--- src/rtl/bba_pkg.sv ---
// shared types and constants for the buddy block allocator
// no dependencies
`timescale 1ns / 1ps
package bba_pkg;
  localparam int NUM_ORDERS = 11;
  localparam int TOP_ORDER = NUM_ORDERS - 1;
  localparam int LEAF_SHIFT = 4;
  localparam int LEAVES = 1 << TOP_ORDER;
  localparam int LEAF_W = TOP_ORDER;
  localparam int FLAT_BITS = 2 << TOP_ORDER;
  localparam int FLAT_W = TOP_ORDER + 1;
  localparam int ORD_W = 4;
  localparam int LINK_W = LEAF_W + 1;

  localparam logic KIND_ALLOC = 1'b0;
  localparam logic KIND_FREE = 1'b1;

  typedef struct packed {
    logic        kind;
    logic [14:0] request_bytes;
    logic [13:0] free_offset;
  } bba_in_t;

  typedef struct packed {
    logic        ok;
    logic [13:0] block_offset;
    logic [3:0]  block_order;
  } bba_out_t;

  typedef enum logic [4:0] {
    ST_IDLE, ST_CLEAR, ST_A_SCAN, ST_A_POP_RD, ST_A_POP_WR, ST_A_PAIR_RD, ST_A_PAIR_WR,
    ST_A_SPLIT, ST_A_PUSH_RD, ST_A_PUSH_WR, ST_F_SCAN_RD, ST_F_SCAN_CHK, ST_F_PAIR_RD,
    ST_F_PAIR_WR, ST_F_UNL_RD, ST_F_UNL_WR, ST_F_PUSH_RD, ST_F_PUSH_WR, ST_DONE
  } bba_state_t;

  typedef struct packed {
    logic head_empty;
    logic [ORD_W-1:0] k;
    logic [ORD_W-1:0] want;
    logic bit_rd;
    logic clr_last;
    logic leaf_bad;
    logic k_top;
    logic j_end;
  } bba_status_t;

  // first flat bit index of order k
  function automatic logic [FLAT_W-1:0] order_base(input logic [ORD_W-1:0] k);
    logic [FLAT_W:0] full;
    full = (FLAT_W+1)'(FLAT_BITS);
    order_base = FLAT_W'(full - (full >> k));
  endfunction
endpackage

--- src/rtl/bba_ctrl.sv ---
// controller state machine for the buddy block allocator
// depends on bba_pkg
`timescale 1ns / 1ps
module bba_ctrl (
  input  logic                clk,
  input  logic                rst_n,
  input  logic                in_fire,
  input  logic                kind,
  input  logic                out_fire,
  input  bba_pkg::bba_status_t st,
  output bba_pkg::bba_state_t state
);
  import bba_pkg::*;
  bba_state_t state_r, state_nxt;
  assign state = state_r;

  always_ff @(posedge clk) begin
    if (!rst_n) state_r <= ST_CLEAR;
    else state_r <= state_nxt;
  end

  always_comb begin
    state_nxt = state_r;
    case (state_r)
      ST_CLEAR: if (st.clr_last) state_nxt = ST_IDLE;
      ST_IDLE: if (in_fire) state_nxt = (kind == KIND_FREE) ? ST_F_SCAN_RD : ST_A_SCAN;
      ST_A_SCAN: begin
        if (st.k > ORD_W'(TOP_ORDER)) state_nxt = ST_DONE;
        else if (!st.head_empty) state_nxt = ST_A_POP_RD;
      end
      ST_A_POP_RD: state_nxt = ST_A_POP_WR;
      ST_A_POP_WR: state_nxt = ST_A_PAIR_RD;
      ST_A_PAIR_RD: state_nxt = ST_A_PAIR_WR;
      ST_A_PAIR_WR: state_nxt = (st.k > st.want) ? ST_A_SPLIT : ST_DONE;
      ST_A_SPLIT: state_nxt = ST_A_PUSH_RD;
      ST_A_PUSH_RD: state_nxt = ST_A_PUSH_WR;
      ST_A_PUSH_WR: state_nxt = ST_A_PAIR_RD;
      ST_F_SCAN_RD: state_nxt = st.leaf_bad ? ST_DONE : ST_F_SCAN_CHK;
      ST_F_SCAN_CHK: begin
        if (st.bit_rd || st.j_end) state_nxt = ST_F_PAIR_RD;
        else state_nxt = ST_F_SCAN_RD;
      end
      ST_F_PAIR_RD: state_nxt = st.k_top ? ST_F_PUSH_RD : ST_F_PAIR_WR;
      ST_F_PAIR_WR: state_nxt = st.bit_rd ? ST_F_UNL_RD : ST_F_PUSH_RD;
      ST_F_UNL_RD: state_nxt = ST_F_UNL_WR;
      ST_F_UNL_WR: state_nxt = ST_F_PAIR_RD;
      ST_F_PUSH_RD: state_nxt = ST_F_PUSH_WR;
      ST_F_PUSH_WR: state_nxt = ST_DONE;
      ST_DONE: if (out_fire) state_nxt = ST_IDLE;
      default: state_nxt = ST_IDLE;
    endcase
  end
endmodule

--- config.mk ---
export PLATFORM = sky130hd
export DESIGN_NAME = bba_ctrl
export DESIGN_NICKNAME = d
export VERILOG_FILES = /design/src/rtl/bba_pkg.sv /design/src/rtl/bba_ctrl.sv
export SDC_FILE = /design/constraint.sdc
export NUM_CORES = 1
export LEC_CHECK = 0
export BUFFER_PORTS_ARGS = -buffer_cell sky130_fd_sc_hd__buf_2
export CORE_MARGIN = 2
export CORE_UTILIZATION = 48
export DETAILED_ROUTE_END_ITERATION = 16
export GPL_TIMING_DRIVEN = 0
export PLACE_DENSITY = 0.84
export SLEW_MARGIN = 15
export SYNTH_ARGS = -nofsm -noshare
export SYNTH_HDL_FRONTEND = slang
export SYNTH_SLANG_ARGS = --single-unit
--- constraint.sdc ---
create_clock -name clk -period 1.85 [get_ports clk]
set_input_delay 0.185 -clock clk [delete_from_list [all_inputs] [get_ports clk]]
set_output_delay 0.185 -clock clk [all_outputs]
set_load 0.01 [all_outputs]
==> impl_metrics.yaml, run 1 <==
sta:
  min_period_ns: 1.60
  fmaxAchievable_mhz: 627
  slew-limit-headroom_pct: 66.3
  grt_setup_unrepaired: "no"
  fin_tns_setup_ns: 0
  timing.final.max_slew_violations: 0
  hold_viol_final: 0
  tightest_slew_ns: 0.502
  setup_viol: 0
  fin_crit_sh_pct: 86.2
  fin_skew_ns: 0.00515
finish:
  drive_above_1_share_pct: 26.5
  num_antenna_cells: 0
  post-route-cell-area_um2: 862
  instances_no_fill: 147
  area_growth_pct: 22.8
  largest_register_ffs: 5
  nNetsFinal: 156
placed_design:
  placed_area_um2: 836
  portBuffers: 23
  dp_cells: 143
  gp_congestion: 0.868
  place_hpwl_um: 1510
routing:
  first_pass_iters: 4
  via_count: 880
  routed_wl_um: 1950
  dr.first_iter.drc_count: 31
  viasPerCell: 5.99
  wl_per_cell_um: 13.3
  post-route-drc-count: 0
  ant_nets: 0
die:
  ios: 24
  die_h_um: 42.2
  num_rows: 13
  die_width_um: 42.2
  die_area_mm2: 0.00178
  start_util_pct: 52.6
  core_mm2: 0.00133
logic_synthesis:
  postSynthNetCount: 128
  netlist_area_um2: 702
  synthFlopType: "dfxtp_1"
  ys_warn_count: 0
  synthArstFlopShare_pct: 0
  synth_top_cell_by_area: "dfxtp_1"
  yosys-top-cells-area: "dfxtp_1 (14%), a21oi_1 (7.1%), ha_1 (7.1%)"
  synth_commonest_cells: "nand2_1 (11), a21oi_1 (10), nor2_1 (9)"
  synth-edff-count: 0
  syn_avg_cell_area_um2: 6.68
  yosys.area.top_type_share_pct: 14.3
  synth.most_common_cell: "nand2_1"
  synth_cell_types: 39
  ys_seq_area_share_pct: 14.3
  synth_seq_cells: 5
  syn_inst: 105
cts:
  clk_path_buf_depth: 2
  path_clk_slew_ns: 0.04
  clock_sinks: 5
  cts_hold_buf: 0
  numCtsBuffers: 3
  post-cts-setup-buffers: 0
  htreeDepth: 1
  insertion_delay_ns: 0.24
  cts_tree: "yes"
  clockRootBuffer: "clkbuf_4"
  cts_resized: 0
global_routing:
  grt_max_degree: 11
  track_usage_pct: 24.2
  gr-total-overflow: 0
  grt_pass1_vias: 794
  grt_pass1_wl_um: 3460
  antenna_found_initial: 0
pwr:
  leakagePower_uw: 0.000404
  pwr_density_cell_mw_per_mm2: 1160
  peakVddDrop_mv: 0.947
min_path:
  hold_end: "state[4]$_SDFFE_PN0P_"
  worstHoldStart: "rst_n"
  hp-class: "input pin to flop"
  holdPathStages: 2
worst_setup_path:
  crit_fanout: 9
  r2r_cells: 6
  crit_arrival_ns: 1.71
  crit_path_start: "state[3]$_SDFFE_PN0P_"
  critical-path-max-stage-delay_ns: 0.56
  crit_chain: "buf_6 > or4b_4 > o31ai_4 > a21oi_1 > o31ai_1 > mux2i_1"
  cp_slowest_cell: "or4b_4"
  end_kind: "flop"
  worstSetupPathType: "flop to flop"
  r2r_start: "state[3]$_SDFFE_PN0P_"
  rrSetupSlack_ns: 0.25
  crit_family: "simple AND/OR/NAND/NOR gates"
  required_ns: 1.96
  path_buf_inv: 1
  critPathLaunchType: "flop"
  rr_endpoint: "state[1]$_SDFFE_PN0P_"
outcome:
  outcome: "finished clean"
flow_run:
  drv_cap: 0
## how the worst max path moves through the flow
| stage | to | depth (start not counted) |
|---|---|---|
| after floorplan | state[1]$_SDFFE_PN0P_ | 6 |
| final | state[1]$_SDFFE_PN0P_ | 6 |
| after detailed placement | state[1]$_SDFFE_PN0P_ | 6 |
| after global routing | state[1]$_SDFFE_PN0P_ | 5 |
| after global placement | state[1]$_SDFFE_PN0P_ | 6 |
| after CTS | state[1]$_SDFFE_PN0P_ | 6 |
## metrics by stage
stage | power [uW] | util [%] | worst slack, ns | hold slack [ns]
after floorplan | 688 | - | 0.335 | 0.303
after global placement | 837 | 62.7 | 0.298 | 0.480
after detailed placement | 859 | 62.7 | 0.263 | 0.483
after CTS | 989 | 64.6 | 0.249 | 0.232
after global routing | 1090 | 64.6 | 0.134 | 0.231
final | 1000 | 64.6 | 0.255 | 0.231
## area by class of cell
cell class | count | area (um^2)
repair buffers | 23 | 115
clock buffers | 4 | 26.3
well taps | 15 | 18.8
inverters | 8 | 30.0
multi-input cells | 84 | 527
fillers | 125 | 472
flip-flops and latches | 5 | 100
plain buffers | 8 | 45.0
## layout by cell type (no fill, tap or decap), drive strengths merged, types with 2 or more instances in the layout
cell / synthesis / routed
nor2b: 5 / 5
buf: 7 / 30
nand3: 3 / 3
o22ai: 3 / 3
nand2b: 4 / 4
clkbuf: 1 / 5
dfxtp: 5 / 5
nand2: 11 / 11
inv: 8 / 8
a31oi: 2 / 2
nor2: 9 / 9
nor3: 3 / 3
ha: 4 / 4
a21oi: 10 / 10
o31ai: 2 / 2
o21ai: 7 / 7
nand4: 2 / 2
## worst register-to-register path: stages, from the launching register on
cell and delay, ns:
dfxtp_1 0.32, buf_6 0.14, or4b_4 0.56, o31ai_4 0.19
a21oi_1 0.06, o31ai_1 0.08, mux2i_1 0.11
## logic make-up (layout without fill, tap and decap cells)
logic type,after synthesis,after routing,share of synthesized area [%]
AOI/OAI and AO/OA,34,34,32.4
and+or+nand+nor,45,45,34.0
DFF,5,5,14.3
buffers and inverters,16,43,10.7
adders and majority gates,4,4,7.13
muxes,1,1,1.43
## per-layer routing
layer	routed length [um]	global-route usage (%)	vias to the layer above	share of wire (%)
li1	-	-	436	-
met3	159	6.47	0	8.1
met5	0	0	-	0
met1	821	31.8	404	42
met2	971	41.2	40	50
met4	0	1.88	0	0
## where the power goes
| group | switching, uW | total (uW) | internal, uW | leakage, uW |
|---|---|---|---|---|
| combinational | 421 | 706 | 285 | 0.000348 |
| clock | 44.8 | 126 | 81.6 | 0.0000150 |
| sequential | 27.6 | 169 | 141 | 0.0000409 |
| total | 494 | 1000 | 508 | 0.000404 |
No activity file was read; power rests on OpenSTA's default activity.
==> run 2, diff against run 1 <==
CORE_UTILIZATION = 51   (was 48)
CTS_BUF_LIST = sky130_fd_sc_hd__clkbuf_2   (was unset)
PLACE_DENSITY = 0.88   (was 0.84)
==> run 2 against run 1 <==
Utilization up 1.1 points. Final cell count unchanged. Design area down 0.73%. Power down 3.9%. Count of clock-buffer cells in the layout unchanged. Sequential power up 2%. Sequential cell count unchanged. Worst setup slack worse by 0.0087 ns. Wire length down 6.8%. Register-to-register slack about the same. First-iteration DRC count up 16%. Via count down 2.4%.
==> impl_metrics.yaml, run 2 (synthesis gave the netlist of run 1 again) <==
outcome:
  outcome: "finished clean"
die:
  die_h_um: 41.1
  die_width_um: 41.1
  start_util_pct: 53.9
  num_rows: 13
  ios: 24
  die_area_mm2: 0.00169
  core_mm2: 0.00130
routing:
  post-route-drc-count: 0
  via_count: 859
  wl_per_cell_um: 12.4
  first_pass_iters: 4
  ant_nets: 0
  viasPerCell: 5.84
  dr.first_iter.drc_count: 36
  routed_wl_um: 1820
sta:
  fin_crit_sh_pct: 86.7
  grt_setup_unrepaired: "no"
  slew-limit-headroom_pct: 64.5
  fin_skew_ns: 0.00602
  fmaxAchievable_mhz: 624
  min_period_ns: 1.60
  timing.final.max_slew_violations: 0
  setup_viol: 0
  fin_tns_setup_ns: 0
  tightest_slew_ns: 0.529
  hold_viol_final: 0
placed_design:
  place_hpwl_um: 1450
  portBuffers: 23
  placed_area_um2: 836
  dp_cells: 143
  gp_congestion: 0.897
finish:
  num-fill-cells: 129
  post-route-cell-area_um2: 856
  instances_no_fill: 147
  num_antenna_cells: 0
  register_area_um2: 100
  layout_commonest_cell: "buf_2"
  drive_above_1_share_pct: 27.3
  multi_input_area_um2: 527
  nNetsFinal: 156
  area_growth_pct: 21.9
  largest_register_ffs: 5
  mostFrequentLayoutCells: "buf_2 (29), nand2_1 (11), a21oi_1 (10), nor2_1 (9), inv_1 (8)"
cts:
  cts_tree: "yes"
  post-cts-setup-buffers: 0
  cts_resized: 0
  clock_sinks: 5
  htreeDepth: 1
  path_clk_slew_ns: 0.06
  clk_path_buf_depth: 2
  clockRootBuffer: "clkbuf_2"
  cts_hold_buf: 0
  insertion_delay_ns: 0.22
  numCtsBuffers: 3
worst_setup_path:
  crit_family: "simple AND/OR/NAND/NOR gates"
  crit_chain: "or4b_4 > o31ai_4 > a21oi_1 > o31ai_1 > mux2i_1"
  end_kind: "flop"
  critical-path-max-stage-delay_ns: 0.53
  required_ns: 1.95
  cp_slowest_cell: "or4b_4"
  crit_arrival_ns: 1.70
  crit_fanout: 9
  worstSetupPathType: "flop to flop"
  path_buf_inv: 0
  critPathLaunchType: "flop"
pwr:
  total_power_uw: 963
  peakVddDrop_mv: 0.373
  leakagePower_uw: 0.000405
  pwr_density_cell_mw_per_mm2: 1120
min_path:
  hp-class: "input pin to flop"
global_routing:
  track_usage_pct: 22.8
  grt_pass1_wl_um: 2640
  grt_pass1_vias: 679
  grt_max_degree: 11
  antenna_found_initial: 0
  gr-total-overflow: 0
flow_run:
  drv_cap: 0
[run 2: cell counts in the layout (fill, tap and decap cells not counted)]
No cell type changed its count.
[run 2: area by class of cell]
| type | instances | share of cell area, % |
|---|---|---|
| Tap cell | 15 | 2.19 |
| Inverter | 8 | 3.51 |
| Clock buffer | 4 | 2.34 |
| Sequential cell | 5 | 11.7 |
| Multi-Input combinational cell | 84 | 61.5 |
| Buffer | 8 | 5.26 |
| Timing Repair Buffer | 23 | 13.5 |
[run 2: per-layer routing]
layer	vias to the layer above	global-route usage (%)	part of all wire (%)
met2	38	40.2	49
met1	381	28.3	43
met5	-	0	0
li1	436	-	-
met3	4	0.543	5.5
met4	0	10.5	2.0
[run 2: power by group]
| part | switching [uW] | internal (uW) | total [uW] |
|---|---|---|---|
| registers | 32.6 | 141 | 173 |
| clock network | 47.8 | 57.3 | 105 |
| logic | 400 | 284 | 684 |
[run 2: path summary, 6_finish.rpt]
| check | start | to | slack (ns) | cells past startpoint |
|---|---|---|---|---|
| setup / recovery | state[0]$_SDFFE_PN1P_ | state[1]$_SDFFE_PN0P_ | 0.25 | 5 |
| hold / removal | rst_n | state[4]$_SDFFE_PN0P_ | 0.25 | 2 |
| setup reg to reg | state[0]$_SDFFE_PN1P_ | state[1]$_SDFFE_PN0P_ | 0.25 | 5 |
| hold reg to reg | state[4]$_SDFFE_PN0P_ | state[2]$_SDFFE_PN0P_ | 0.74 | 3 |
[run 2: through the flow]
step	util, %	worst slack [ns]	hold slack (ns)
global route	65.8	0.179	0.257
detailed placement	64.2	0.272	0.492
CTS	65.8	0.247	0.254
global placement	64.2	0.275	0.485
finish	65.8	0.246	0.253
floorplan	-	0.335	0.303
